**src/sv/pcpc_pkg.sv**
```systemverilog
`timescale 1ns / 1ps

package pcpc_pkg;

    // fixed-point widths
    localparam int TEMP_W  = 16;
    localparam int ERR_W   = 17;
    localparam int DIFF_W  = 18;
    localparam int TIME_W  = 32;
    localparam int INTEG_W = 26;
    localparam int PROD_W  = 50;
    localparam int ISUM_W  = 51;
    localparam int KP_W    = 32;
    localparam int NUM_W   = 41;
    localparam int TOT_W   = 43;
    localparam int DRIVE_W = 7;
    localparam int CNT_W   = 6;

    // gains and limits, scaled to units of 1/512000 percent
    localparam logic signed [15:0]        KP_GAIN      = 16'sd30000;
    localparam logic [23:0]               KD_GAIN      = 24'd10000000;
    localparam logic [INTEG_W-1:0]        INTEG_MAX    = 26'd51200000;
    localparam logic [TIME_W-1:0]         DT_DEFAULT   = 32'd1000;
    localparam logic [TEMP_W-1:0]         TARGET_RESET = 16'd6400;
    localparam logic [TOT_W-2:0]          DRIVE_FULL   = 42'd51200000;
    localparam logic [DRIVE_W-1:0]        DRIVE_MAX    = 7'd100;
    // floor(x / 125) = (x * 16778) >> 21 for x below 12500
    localparam logic [14:0]               RECIP_125    = 15'd16778;
    localparam int                        RECIP_SHIFT  = 21;

    // datapath operations
    typedef logic [3:0] op_t;
    localparam op_t OP_NOP   = 4'd0;
    localparam op_t OP_LOAD  = 4'd1;
    localparam op_t OP_DTFIX = 4'd2;
    localparam op_t OP_MULI  = 4'd3;
    localparam op_t OP_INTEG = 4'd4;
    localparam op_t OP_DMUL  = 4'd5;
    localparam op_t OP_DIVGO = 4'd6;
    localparam op_t OP_DFIX  = 4'd7;
    localparam op_t OP_TOTAL = 4'd8;
    localparam op_t OP_SCALE = 4'd9;
    localparam op_t OP_DONE  = 4'd10;
    localparam op_t OP_STOP  = 4'd11;

    // sequencer jump conditions
    typedef logic [1:0] jc_t;
    localparam jc_t JC_NEXT       = 2'd0;
    localparam jc_t JC_IF_INVALID = 2'd1;
    localparam jc_t JC_WHILE_DIV  = 2'd2;
    localparam jc_t JC_FINISH     = 2'd3;

    typedef logic [3:0] uaddr_t;

    // microcode entry points
    localparam uaddr_t UA_LOAD     = 4'd0;
    localparam uaddr_t UA_DIV_WAIT = 4'd6;
    localparam uaddr_t UA_DONE     = 4'd10;
    localparam uaddr_t UA_STOP     = 4'd11;

    typedef struct packed {
        op_t    op;
        jc_t    jc;
        uaddr_t tgt;
    } ucode_t;

    typedef struct packed {
        logic invalid;
        logic div_busy;
        logic out_free;
    } dp_status_t;

    // control store
    function automatic ucode_t ucode_rom(input uaddr_t addr);
        ucode_t w;
        unique case (addr)
            4'd0:    w = '{op: OP_LOAD,  jc: JC_IF_INVALID, tgt: UA_STOP};
            4'd1:    w = '{op: OP_DTFIX, jc: JC_NEXT,       tgt: UA_LOAD};
            4'd2:    w = '{op: OP_MULI,  jc: JC_NEXT,       tgt: UA_LOAD};
            4'd3:    w = '{op: OP_INTEG, jc: JC_NEXT,       tgt: UA_LOAD};
            4'd4:    w = '{op: OP_DMUL,  jc: JC_NEXT,       tgt: UA_LOAD};
            4'd5:    w = '{op: OP_DIVGO, jc: JC_NEXT,       tgt: UA_LOAD};
            4'd6:    w = '{op: OP_NOP,   jc: JC_WHILE_DIV,  tgt: UA_DIV_WAIT};
            4'd7:    w = '{op: OP_DFIX,  jc: JC_NEXT,       tgt: UA_LOAD};
            4'd8:    w = '{op: OP_TOTAL, jc: JC_NEXT,       tgt: UA_LOAD};
            4'd9:    w = '{op: OP_SCALE, jc: JC_NEXT,       tgt: UA_LOAD};
            4'd10:   w = '{op: OP_DONE,  jc: JC_FINISH,     tgt: UA_DONE};
            4'd11:   w = '{op: OP_STOP,  jc: JC_FINISH,     tgt: UA_STOP};
            default: w = '{op: OP_STOP,  jc: JC_FINISH,     tgt: UA_STOP};
        endcase
        return w;
    endfunction

endpackage

```
**src/sv/pcpc_divider.sv**
```systemverilog
`timescale 1ns / 1ps

module pcpc_divider
    import pcpc_pkg::*;
(
    input  logic              clk,
    input  logic              rst_n,
    input  logic              start,
    input  logic [NUM_W-1:0]  dividend,
    input  logic [TIME_W-1:0] divisor,
    output logic              busy,
    output logic [NUM_W-1:0]  quotient,
    output logic              rem_nz
);

    logic              busy_reg, busy_next;
    logic [CNT_W-1:0]  cnt_reg, cnt_next;
    logic [NUM_W-1:0]  quo_reg, quo_next;
    logic [TIME_W-1:0] rem_reg, rem_next;
    logic [TIME_W-1:0] den_reg, den_next;
    logic [TIME_W:0]   rem_sh;
    logic              ge;

    // one restoring step per cycle
    assign rem_sh = {rem_reg, quo_reg[NUM_W-1]};
    assign ge     = rem_sh >= {1'b0, den_reg};

    always_comb
    begin
        busy_next = busy_reg;
        cnt_next  = cnt_reg;
        quo_next  = quo_reg;
        rem_next  = rem_reg;
        den_next  = den_reg;
        if (start)
        begin
            busy_next = 1'b1;
            cnt_next  = CNT_W'(NUM_W - 1);
            quo_next  = dividend;
            rem_next  = '0;
            den_next  = divisor;
        end
        else if (busy_reg)
        begin
            quo_next = {quo_reg[NUM_W-2:0], ge};
            rem_next = ge ? TIME_W'(rem_sh - {1'b0, den_reg}) : rem_sh[TIME_W-1:0];
            cnt_next = cnt_reg - 1'b1;
            if (cnt_reg == '0)
            begin
                busy_next = 1'b0;
            end
        end
    end

    always_ff @(posedge clk or negedge rst_n)
    begin
        if (!rst_n)
        begin
            busy_reg <= 1'b0;
            cnt_reg  <= '0;
        end
        else
        begin
            busy_reg <= busy_next;
            cnt_reg  <= cnt_next;
        end
    end

    always_ff @(posedge clk)
    begin
        quo_reg <= quo_next;
        rem_reg <= rem_next;
        den_reg <= den_next;
    end

    assign busy     = busy_reg;
    assign quotient = quo_reg;
    assign rem_nz   = rem_reg != '0;

endmodule

```
**src/sv/pcpc_datapath.sv**
```systemverilog
`timescale 1ns / 1ps

module pcpc_datapath
    import pcpc_pkg::*;
(
    input  logic                     clk,
    input  logic                     rst_n,
    input  op_t                      op,
    input  logic                     accept,
    input  logic signed [TEMP_W-1:0] sample_temperature,
    input  logic                     sample_valid,
    input  logic [TIME_W-1:0]        time_ms,
    input  logic                     cfg_write,
    input  logic signed [TEMP_W-1:0] cfg_target,
    input  logic                     out_stall,
    output logic                     out_valid,
    output logic [DRIVE_W-1:0]       drive_percent,
    output logic                     stop_motor,
    output dp_status_t               status
);

    // configuration and persistent state
    logic signed [TEMP_W-1:0] target_reg;
    logic signed [ERR_W-1:0]  prev_err_reg;
    logic [INTEG_W-1:0]       integ_acc_reg;
    logic [TIME_W-1:0]        last_time_reg;

    // latched sample
    logic signed [TEMP_W-1:0] temp_reg;
    logic                     valid_reg;
    logic [TIME_W-1:0]        now_reg;

    // working registers
    logic [TIME_W-1:0]        dt_reg;
    logic signed [ERR_W-1:0]  err_reg;
    logic signed [DIFF_W-1:0] diff_reg;
    logic signed [PROD_W-1:0] prod_reg;
    logic [INTEG_W-1:0]       integ_reg;
    logic signed [KP_W-1:0]   kp_reg;
    logic signed [TOT_W-1:0]  partial_reg;
    logic [NUM_W-1:0]         num_reg;
    logic                     dneg_reg;
    logic signed [TOT_W-1:0]  deriv_reg;
    logic signed [TOT_W-1:0]  total_reg;
    logic [DRIVE_W-1:0]       drive_calc_reg;

    // output register
    logic                     out_valid_reg;
    logic [DRIVE_W-1:0]       drive_reg;
    logic                     stop_reg;

    logic                     out_free;
    logic signed [PROD_W-1:0] prod_full;
    logic signed [ISUM_W-1:0] isum;
    logic signed [KP_W-1:0]   kp_full;
    logic [DIFF_W-1:0]        abs_diff;
    logic [NUM_W-1:0]         num_full;
    logic [NUM_W-1:0]         div_quo;
    logic                     div_rem_nz;
    logic                     div_busy;
    logic [TOT_W-1:0]         qmag;
    logic [28:0]              scale_prod;
    logic                     tot_neg;
    logic                     tot_big;

    assign out_free = !out_valid_reg || !out_stall;

    // arithmetic for the individual steps
    assign prod_full  = err_reg * $signed({1'b0, dt_reg});
    assign isum       = $signed({{(ISUM_W-INTEG_W){1'b0}}, integ_acc_reg})
                      + $signed({prod_reg[PROD_W-1], prod_reg});
    assign kp_full    = err_reg * KP_GAIN;
    assign abs_diff   = diff_reg[DIFF_W-1] ? DIFF_W'(-diff_reg) : DIFF_W'(diff_reg);
    assign num_full   = NUM_W'(abs_diff[ERR_W-1:0] * KD_GAIN);
    assign qmag       = TOT_W'(div_quo) + TOT_W'(div_rem_nz);
    assign tot_neg    = total_reg[TOT_W-1];
    assign tot_big    = !tot_neg && (total_reg[TOT_W-2:0] >= DRIVE_FULL);
    assign scale_prod = total_reg[25:12] * RECIP_125;

    pcpc_divider u_div (
        .clk      (clk),
        .rst_n    (rst_n),
        .start    (op == OP_DIVGO),
        .dividend (num_reg),
        .divisor  (dt_reg),
        .busy     (div_busy),
        .quotient (div_quo),
        .rem_nz   (div_rem_nz)
    );

    // control state
    always_ff @(posedge clk or negedge rst_n)
    begin
        if (!rst_n)
        begin
            target_reg    <= TARGET_RESET;
            prev_err_reg  <= '0;
            integ_acc_reg <= '0;
            last_time_reg <= '0;
            out_valid_reg <= 1'b0;
        end
        else
        begin
            if (cfg_write)
            begin
                target_reg <= cfg_target;
            end
            if ((op == OP_DONE || op == OP_STOP) && out_free)
            begin
                out_valid_reg <= 1'b1;
            end
            else if (out_valid_reg && !out_stall)
            begin
                out_valid_reg <= 1'b0;
            end
            // commit state on a finished valid sample
            if (op == OP_DONE && out_free)
            begin
                prev_err_reg  <= err_reg;
                integ_acc_reg <= integ_reg;
                last_time_reg <= now_reg;
            end
        end
    end

    // sample latch and step datapath
    always_ff @(posedge clk)
    begin
        if (accept)
        begin
            temp_reg  <= sample_temperature;
            valid_reg <= sample_valid;
            now_reg   <= time_ms;
        end
        unique case (op)
            OP_NOP:
            begin
            end
            OP_LOAD:
            begin
                dt_reg  <= now_reg - last_time_reg;
                err_reg <= ERR_W'($signed({target_reg[TEMP_W-1], target_reg})
                                - $signed({temp_reg[TEMP_W-1], temp_reg}));
            end
            OP_DTFIX:
            begin
                if (dt_reg == '0)
                begin
                    dt_reg <= DT_DEFAULT;
                end
                diff_reg <= DIFF_W'($signed({err_reg[ERR_W-1], err_reg})
                                  - $signed({prev_err_reg[ERR_W-1], prev_err_reg}));
            end
            OP_MULI:
            begin
                prod_reg <= prod_full;
            end
            OP_INTEG:
            begin
                // clamp the integral to its window
                if (isum[ISUM_W-1])
                begin
                    integ_reg <= '0;
                end
                else if (isum > $signed({{(ISUM_W-INTEG_W){1'b0}}, INTEG_MAX}))
                begin
                    integ_reg <= INTEG_MAX;
                end
                else
                begin
                    integ_reg <= isum[INTEG_W-1:0];
                end
                kp_reg <= kp_full;
            end
            OP_DMUL:
            begin
                num_reg     <= num_full;
                dneg_reg    <= diff_reg[DIFF_W-1];
                partial_reg <= $signed({{(TOT_W-KP_W){kp_reg[KP_W-1]}}, kp_reg})
                             + $signed({{(TOT_W-INTEG_W){1'b0}}, integ_reg});
            end
            OP_DIVGO:
            begin
            end
            OP_DFIX:
            begin
                // floor division for a negative derivative
                if (dneg_reg)
                begin
                    deriv_reg <= -$signed(qmag);
                end
                else
                begin
                    deriv_reg <= $signed(TOT_W'(div_quo));
                end
            end
            OP_TOTAL:
            begin
                total_reg <= partial_reg + deriv_reg;
            end
            OP_SCALE:
            begin
                if (tot_neg)
                begin
                    drive_calc_reg <= '0;
                end
                else if (tot_big)
                begin
                    drive_calc_reg <= DRIVE_MAX;
                end
                else
                begin
                    drive_calc_reg <= scale_prod[RECIP_SHIFT+DRIVE_W-1:RECIP_SHIFT];
                end
            end
            OP_DONE:
            begin
                if (out_free)
                begin
                    drive_reg <= drive_calc_reg;
                    stop_reg  <= 1'b0;
                end
            end
            OP_STOP:
            begin
                if (out_free)
                begin
                    drive_reg <= '0;
                    stop_reg  <= 1'b1;
                end
            end
            default:
            begin
            end
        endcase
    end

    assign status.invalid  = !valid_reg;
    assign status.div_busy = div_busy;
    assign status.out_free = out_free;

    assign out_valid     = out_valid_reg;
    assign drive_percent = drive_reg;
    assign stop_motor    = stop_reg;

endmodule

```
**src/sv/pcpc_sequencer.sv**
```systemverilog
`timescale 1ns / 1ps

module pcpc_sequencer
    import pcpc_pkg::*;
(
    input  logic       clk,
    input  logic       rst_n,
    input  logic       start,
    input  dp_status_t status,
    output logic       busy,
    output op_t        op
);

    logic   busy_reg, busy_next;
    uaddr_t pc_reg, pc_next;
    ucode_t uword;

    assign uword = ucode_rom(pc_reg);

    // step counter and conditional jumps
    always_comb
    begin
        busy_next = busy_reg;
        pc_next   = pc_reg;
        if (!busy_reg)
        begin
            if (start)
            begin
                busy_next = 1'b1;
                pc_next   = UA_LOAD;
            end
        end
        else
        begin
            unique case (uword.jc)
                JC_NEXT:
                begin
                    pc_next = pc_reg + 1'b1;
                end
                JC_IF_INVALID:
                begin
                    pc_next = status.invalid ? uword.tgt : uaddr_t'(pc_reg + 1'b1);
                end
                JC_WHILE_DIV:
                begin
                    pc_next = status.div_busy ? uword.tgt : uaddr_t'(pc_reg + 1'b1);
                end
                JC_FINISH:
                begin
                    if (status.out_free)
                    begin
                        busy_next = 1'b0;
                    end
                    else
                    begin
                        pc_next = uword.tgt;
                    end
                end
                default:
                begin
                    busy_next = 1'b0;
                end
            endcase
        end
    end

    always_ff @(posedge clk or negedge rst_n)
    begin
        if (!rst_n)
        begin
            busy_reg <= 1'b0;
            pc_reg   <= UA_LOAD;
        end
        else
        begin
            busy_reg <= busy_next;
            pc_reg   <= pc_next;
        end
    end

    assign busy = busy_reg;
    assign op   = busy_reg ? uword.op : OP_NOP;

endmodule

```
**src/sv/pid_clamped_power_controller.sv**
```systemverilog
`timescale 1ns / 1ps

// PID temperature-to-power controller with a clamped integral. Each sample
// transaction yields exactly one result: an invalid sample gives stop_motor = 1
// and drive_percent = 0 without touching the controller state, a valid one
// gives the clamped PID drive in 0..100 percent. A microcoded sequencer walks
// a twelve-step control store over a shared datapath; for a valid sample the
// serial divider for the derivative term produces one quotient bit per cycle
// over 41 bits. One sample is processed at a time; the next one is accepted
// as soon as the previous result sits in the output register, even if it has
// not been taken yet. The user must write the setpoint through the cfg channel
// only while the block is idle; the block itself does not enforce this. The
// setpoint resets to 25.0 degrees.

module pid_clamped_power_controller
    import pcpc_pkg::*;
(
    input  logic                     clk,
    input  logic                     rst_n,
    // sample channel
    input  logic                     in_valid,
    output logic                     in_stall,
    input  logic signed [TEMP_W-1:0] sample_temperature,
    input  logic                     sample_valid,
    input  logic [TIME_W-1:0]        time_ms,
    // result channel
    output logic                     out_valid,
    input  logic                     out_stall,
    output logic [DRIVE_W-1:0]       drive_percent,
    output logic                     stop_motor,
    // setpoint write channel
    input  logic                     cfg_valid,
    output logic                     cfg_ready,
    input  logic signed [TEMP_W-1:0] target_temperature
);

    logic       seq_busy;
    logic       accept;
    op_t        op;
    dp_status_t status;

    assign in_stall  = seq_busy;
    assign accept    = in_valid && !seq_busy;
    assign cfg_ready = 1'b1;

    pcpc_sequencer u_seq (
        .clk    (clk),
        .rst_n  (rst_n),
        .start  (accept),
        .status (status),
        .busy   (seq_busy),
        .op     (op)
    );

    pcpc_datapath u_dp (
        .clk                (clk),
        .rst_n              (rst_n),
        .op                 (op),
        .accept             (accept),
        .sample_temperature (sample_temperature),
        .sample_valid       (sample_valid),
        .time_ms            (time_ms),
        .cfg_write          (cfg_valid && cfg_ready),
        .cfg_target         (target_temperature),
        .out_stall          (out_stall),
        .out_valid          (out_valid),
        .drive_percent      (drive_percent),
        .stop_motor         (stop_motor),
        .status             (status)
    );

endmodule

```
**config.mk**
```make
export PLATFORM = sky130hd
export DESIGN_NAME = pid_clamped_power_controller
export DESIGN_NICKNAME = d
export VERILOG_FILES = /design/src/sv/pcpc_pkg.sv /design/src/sv/pcpc_divider.sv /design/src/sv/pcpc_datapath.sv /design/src/sv/pcpc_sequencer.sv /design/src/sv/pid_clamped_power_controller.sv
export SDC_FILE = /design/constraint.sdc
export NUM_CORES = 2
export LEC_CHECK = 0
export BUFFER_PORTS_ARGS = -buffer_cell sky130_fd_sc_hd__clkbuf_2
export CAP_MARGIN = 0
export CORE_ASPECT_RATIO = 0.6
export CORE_MARGIN = 2
export CORE_UTILIZATION = 55
export DETAILED_ROUTE_END_ITERATION = 8
export GPL_ROUTABILITY_DRIVEN = 0
export PLACE_DENSITY = 0.83
export SLEW_MARGIN = 40
export SYNTH_ARGS = -nofsm -noshare
export SYNTH_HDL_FRONTEND = slang
export SYNTH_HIERARCHICAL = 1
export SYNTH_SLANG_ARGS = --single-unit
```
**constraint.sdc**
```tcl
create_clock -name clk -period 18.15 [get_ports clk]
set_input_delay 2.7225 -clock clk [delete_from_list [all_inputs] [get_ports clk]]
set_output_delay 2.7225 -clock clk [all_outputs]
set_load 0.03 [all_outputs]
```
[Yosys cells after proc, flatten, opt, wreduce, memory -nomap -nowiden]
Memory sizes are Yosys's and may differ from the RTL's.
Index checks and enable logic that the tools add are counted.
Word-level totals
  flip-flop bits (word level): 608
  bits in read-only memories: 160
  input bits: 70
  output and inout bits: 11
  word-level logic and storage cells: 129
  memories: 1
Cells by class
  $add $sub $neg: 12
  multipliers: 4
  order comparisons: 3
  equality and inequality tests: 18
  mux-type cells: 33
  reductions and logical operators: 25
Memories
  (no name shown): words 16, width 10, read ports 1, clocked after Yosys merged registers in 0, write ports 0, RTL line pcpc_pkg.sv:76  | unique case (addr)
Operator list (count)
  41-bit 2-to-1 mux: 3
  32-bit 2-to-1 mux: 2
  32-bit case mux with 2 select lines: 1
  32-bit subtractor: 2
  27-bit by 50-bit adder with 51-bit output: 1
  51-bit by 27-bit > comparator with 1-bit output (second input constant): 1
  17-bit by 33-bit multiplier with 50-bit output: 1
  43-bit adder: 1
  42-bit negator with 43-bit output: 1
  41-bit by 1-bit adder with 42-bit output: 1
  42-bit by 26-bit greater-or-equal comparator with 1-bit output (second input constant): 1
  17-bit by 17-bit multiplier with 34-bit output (second input constant): 1
  32-bit by 27-bit adder with 33-bit output: 1
  33-bit by 32-bit greater-or-equal comparator with 1-bit output: 1
  32-bit zero test: 1
  32-bit nonzero test: 1
  17-bit by 12-bit multiplier with 28-bit output (second input constant): 1
  14-bit by 14-bit multiplier with 27-bit output (second input constant): 1
  26-bit 2-to-1 mux: 1
  4-bit 2-to-1 mux: 6
  7-bit 2-to-1 mux: 3
  17-bit by 17-bit subtractor with 18-bit output: 1
  17-bit 2-to-1 mux: 1
  17-bit negator: 1
  25 further kinds: 60

[Longest topological paths before layout]
An unclocked memory read counts as a cell.
  depth after elaboration: 6
  gate-level depth with buffers: 27
  mapped depth without buffers: 27

[Hierarchy]
Netlist, hierarchy kept.
Modules (own cells, without submodules)
  pcpc_datapath: times used 1, cells each 5633, area an instance 55879.8 µm², sequential area each 13987.2 µm²
  pcpc_divider: times used 1, cells each 598, area an instance 6307.3 µm², sequential area each 3007.9 µm²
  pcpc_sequencer: times used 1, cells each 52, area an instance 454.2 µm², sequential area each 125.1 µm²
  pid_clamped_power_controller: times used 1, cells each 3, area an instance 25.0 µm², sequential area each 0.0 µm²

[Worst setup path before layout]
No wires, ideal clock.
  kind: register to register
  start: register u_dp.diff_reg[0]
  end: register u_dp.num_reg[39] (data pin)
  data arrival time: 7208 ps
  required time: 17892 ps
  slack: 10684 ps
  cell stages (with the launch flop): 27
  path buffers: 0
  period minus slack after synthesis: 7466 ps
  cell sequence: edfxtp_1 > inv_1 > nand2_1 > or4b_2 > o31ai_1 > nand2_1 > xor2_1 > ha_1 > ha_1 > inv_1 > fa_1 > inv_1 > fa_1 > fa_1 > inv_1 > fa_1 > inv_1 > ha_1 > and3_1 > a221oi_1 > o21ai_0 > a31o_2 > o311a_1 > o31ai_1 > o2111ai_1 > a21oi_1 > xnor2_1
On the way
  cells in the longest elaborated chain, start to end: 3
RTL lines
  from (decl): RTL line pcpc_datapath.sv:36  | logic signed [DIFF_W-1:0] diff_reg;
  from (signal assigned): RTL line pcpc_datapath.sv:151  | diff_reg <= DIFF_W'($signed({err_reg[ERR_W-1], err_reg})
  17-bit negator: RTL line pcpc_datapath.sv:73  | assign abs_diff = diff_reg[DIFF_W-1] ? DIFF_W'(-diff_reg) : DIFF_W'(diff_reg);
  17-bit 2-to-1 mux *: RTL line pcpc_datapath.sv:73
  17-bit by 17-bit multiplier with 34-bit output *: RTL line pcpc_datapath.sv:74  | assign num_full = NUM_W'(abs_diff[ERR_W-1:0] * KD_GAIN);
  via u_dp.num_full[39]: RTL line pcpc_datapath.sv:57  | logic [NUM_W-1:0] num_full;
  to (signal assigned): RTL line pcpc_datapath.sv:177  | num_reg <= num_full;
  to (decl): RTL line pcpc_datapath.sv:41  | logic [NUM_W-1:0] num_reg;
The timed path passes the listed nets; every way through them passes the cells marked *.
A chain may end at the register's enable or synchronous reset.

[Worst setup path after layout]
Same ends and word-level chain as after synthesis.

==> results by stage <==
Yosys:
- The async set-or-reset flop fraction in the synthesized netlist is 17.4%.
- The cell area that synthesis handed to floorplanning was around 63000 µm².
- The number of synthesized flops with an enable pin is between 400 and 500.
- The number of standard cells after synthesis is 6286.
- For this run, the leading register cell type out of synthesis is sky130_fd_sc_hd__edfxtp_1.
- The most used standard cell by instance count after synthesis is sky130_fd_sc_hd__inv_1.
- Yosys attributes the largest share of cell area to sky130_fd_sc_hd__edfxtp_1 (22%), sky130_fd_sc_hd__fa_1 (20%), sky130_fd_sc_hd__ha_1 (15%).
- The count of state elements after synthesis is 598.
- The sequential area share after synthesis is a little over a quarter.
- Yosys printed 6 warnings.
- The share of the synthesized area in the top cell type is approximately 22%.
- The synthesized netlist contains approximately 100 unique library cells.
- The synthesized area per cell is about 10 µm².
- Summed over all instances, the cell type with the most area after synthesis is sky130_fd_sc_hd__edfxtp_1.
- After synthesis, the most frequently instantiated cells are sky130_fd_sc_hd__inv_1 (1118), sky130_fd_sc_hd__ha_1 (754), sky130_fd_sc_hd__fa_1 (629).

GRT:
- The number of global-route vias before repair is about 46000.
- The aggregate global routing overflow is 0.
- The initial antenna violation count is 3.
- Entering global routing, the biggest net connects between 70 and 80 pins.
- The first global-routing pass estimated 247000 µm of wire.
- The all-layer global routing usage is about a quarter.

Detailed routing:
- The starting DRC count in detailed routing is 5095.
- The detailed-routing iteration count for the pre-antenna-repair pass is 7.
- The detailed router placed between 40000 and 50000 vias in this run.
- Once detail routing completed, the nets flagged for antenna violations numbered 0.
- Summed over all layers, the routed wires come to between 150000 and 200000 µm.
- The routed wirelength normalized by instance count is 19.4 µm.
- The number of remaining DRC errors is 0.
- Using the TritonRoute via totals, the vias-per-cell ratio works out to a little under 6.

Finish:
- The post-route netlist has under 10% of its cells at a drive strength greater than 1.
- The flip-flop count of the largest register after layout is 50.
- The area growth from synthesis to layout is 6.78%.
- In the final design database the tool counted 7766 nets.

Die:
- The die covers approximately 120000 µm².
- The initialized floorplan defines 95 standard-cell rows.
- The area of the core region is roughly 110000 µm².
- From left edge to right edge, the die measures roughly 440 µm.
- The die is about 270 µm tall.
- In this run the count of I/O pins placed on the die edge is between 80 and 90.
- The initial utilization of the core area, before any placement, comes to between 50% and 60%.

STA:
- The final hold violation count is 0.
- Setup repair after global routing left no endpoint under its margin.
- The count of endpoints failing setup in the final report is 0.
- The slew at the pin closest to its max-slew limit is 0.907 ns.
- Headroom to the max-slew limit came out at between 30% and 40%.
- The clock period minus worst slack is about 8.4 ns.
- The max-slew violation total from the final report came to 0.
- Across the routed clock network, the largest skew measured is a little over 0.07 ns.
- The achievable clock frequency is between 100 and 150 MHz.
- The total negative slack for setup checks is 0 ns.
- The post-route fraction of the period consumed by the critical path is 46.1%.

Placement:
- The detailed placer's ending HPWL is 119000 µm.
- The number of buffers added on ports is 79.

Worst hold path:
- The end of the worst hold path is u_dp/partial_reg[0].
- The startpoint of the most critical hold path is u_dp/integ_reg[0].
- The min-delay analysis places its worst path in the category flip-flop to flip-flop.
- The number of cells on the worst hold path is 0.

Flow run:
- The tool flagged a number of max-cap violations equal to 0.

Clocking:
- The clock tree buffer depth is 3.
- The count of instances resized after the clock tree is built is 0.
- The tree is rooted in a sky130_fd_sc_hd__clkbuf_16.
- The number of buffers inserted to repair setup after CTS is 0.
- Counting every sink on the clock net gives roughly 600.
- The clock latency on the worst-skew pair is 0.71 ns.
- The clock tree from TritonCTS is yes.
- After clock tree synthesis, the flow added hold-fix buffers numbering 0.
- The H-tree was split into 2 levels.
- In this run, CTS created clock tree buffers numbering 60.
- The clock transition at the registers of the reported paths is 0.07 ns.

Setup path:
- The arrival time of the worst setup path is approximately 9 ns.
- STA classifies the critical path endpoint as a flip-flop.
- The worst setup path is launched from a flip-flop.
- The critical path in this run is classified as flip-flop to flip-flop.
- The endpoint of the lowest-slack register-to-register path is u_dp/num_reg[39].
- The launch point of the worst reg-to-reg path is u_dp/diff_reg[0].
- The critical-path maximum fanout is 8.
- Measured in cells, the most critical reg-to-reg path has a length of 24.
- The required time of the worst setup path is between 15 and 20 ns.
- The setup check on the worst reg-to-reg path leaves a slack of between 9 and 10 ns.

Run status:
- The run finished with clean final reports.
[area by class of cell]
cell class,instances,area (µm²)
timing repair buffer,132,852
inverter,1121,4210
antenna,1,2.50
fill,8956,45500
tap,1503,1880
multi-input combinational,4400,40700
clock buffer,75,1620
sequential,598,17100
clock inverter,38,490
[worst max-delay path, stage by stage (launching register included)]
cell	delay (ns)
sky130_fd_sc_hd__edfxtp_1	0.53
sky130_fd_sc_hd__inv_1	0.14
sky130_fd_sc_hd__nand2_1	0.11
sky130_fd_sc_hd__or4b_2	0.69
sky130_fd_sc_hd__o31ai_1	0.43
sky130_fd_sc_hd__nand2_1	0.12
sky130_fd_sc_hd__xor2_1	0.52
sky130_fd_sc_hd__ha_1	0.40
sky130_fd_sc_hd__ha_1	0.33
sky130_fd_sc_hd__fa_1	0.54
sky130_fd_sc_hd__fa_1	0.45
sky130_fd_sc_hd__fa_1	0.55
sky130_fd_sc_hd__inv_1	0.06
sky130_fd_sc_hd__fa_1	0.55
sky130_fd_sc_hd__inv_1	0.05
sky130_fd_sc_hd__ha_1	0.34
sky130_fd_sc_hd__and3_1	0.24
sky130_fd_sc_hd__a221oi_1	0.32
sky130_fd_sc_hd__o21ai_0	0.21
sky130_fd_sc_hd__a31o_2	0.31
sky130_fd_sc_hd__o311a_1	0.31
sky130_fd_sc_hd__o31ai_1	0.45
sky130_fd_sc_hd__o2111ai_1	0.18
sky130_fd_sc_hd__a21oi_1	0.20
sky130_fd_sc_hd__xnor2_1	0.09
[per-stage QoR]
stage	setup slack [ns]	util (%)	hold slack (ns)	instance area [µm²]	instances
final	9.79	59.5	0.479	66900	7868
after global routing	9.46	59.5	0.470	66900	7867
after CTS	9.93	59.4	0.472	66800	7865
after detailed placement	9.97	57.6	0.475	64700	7752
after global placement	10.14	57.5	0.466	64600	7747
after floorplan	10.68	-	0.422	62700	6292
[kinds of logic after synthesis]
kind of cell	synth area share [%]
AOI/OAI and AO/OA	10.8
xor gates and xnor gates	4.21
adders and majority gates	35.1
buffers and inverters	7.87
DFF	27.3
muxes	2.69
other	0.0120
and+or+nand+nor	12.0
[worst max path at each step]
stage,cells past startpoint,from,slack [ns],endpoint
6_report,24,u_dp/diff_reg[0],9.79,u_dp/num_reg[39]
3_5_place_dp,26,u_dp/diff_reg[0],9.97,u_dp/num_reg[39]
2_1_floorplan,26,u_dp/diff_reg[0],10.68,u_dp/num_reg[39]
4_1_cts,26,u_dp/diff_reg[0],9.93,u_dp/num_reg[39]
5_1_grt,26,u_dp/diff_reg[0],9.46,u_dp/num_reg[39]
3_3_place_gp,26,u_dp/diff_reg[0],10.14,u_dp/num_reg[39]
[metal layers]
metal	vias up	GRT usage, %	share of wire [%]
met5	-	0	0.0085
met4	2	5.17	1.9
met3	251	7.81	13
met2	2393	37.5	41
met1	22290	39.7	44
li1	21055	-	-
[layout by cell type, fill, tap and decap left out, drive strengths merged, types with 15 or more instances in the layout]
master  netlist  final
nand2b       61     61
o211ai       42     42
nor3         82     82
nor2b        46     46
and2        270    270
o31ai        23     23
o21a         59     59
o22ai        17     17
mux2i        30     30
nor4         31     31
nand3        84     84
clkbuf      148    153
xor2        105    105
a21boi       22     22
inv        1120   1128
dfrtp       101    101
a211oi       39     39
o21bai       39     39
nand4        40     40
buf          25     54
xnor2       196    196
ha          754    754
mux2        123    123
o21ai       212    212
a21oi       292    292
dfxtp        32     32
edfxtp      462    462
a31oi        19     19
or2          15     15
nor2        287    287
and3         52     52
fa          629    629
or3          24     24
a21o        138    138
clkinv        1     16
nand2       493    493
Power is left out: the tool's default activity adds up to more than one toggle a clock period on the data nets, which glitch-free logic cannot reach.
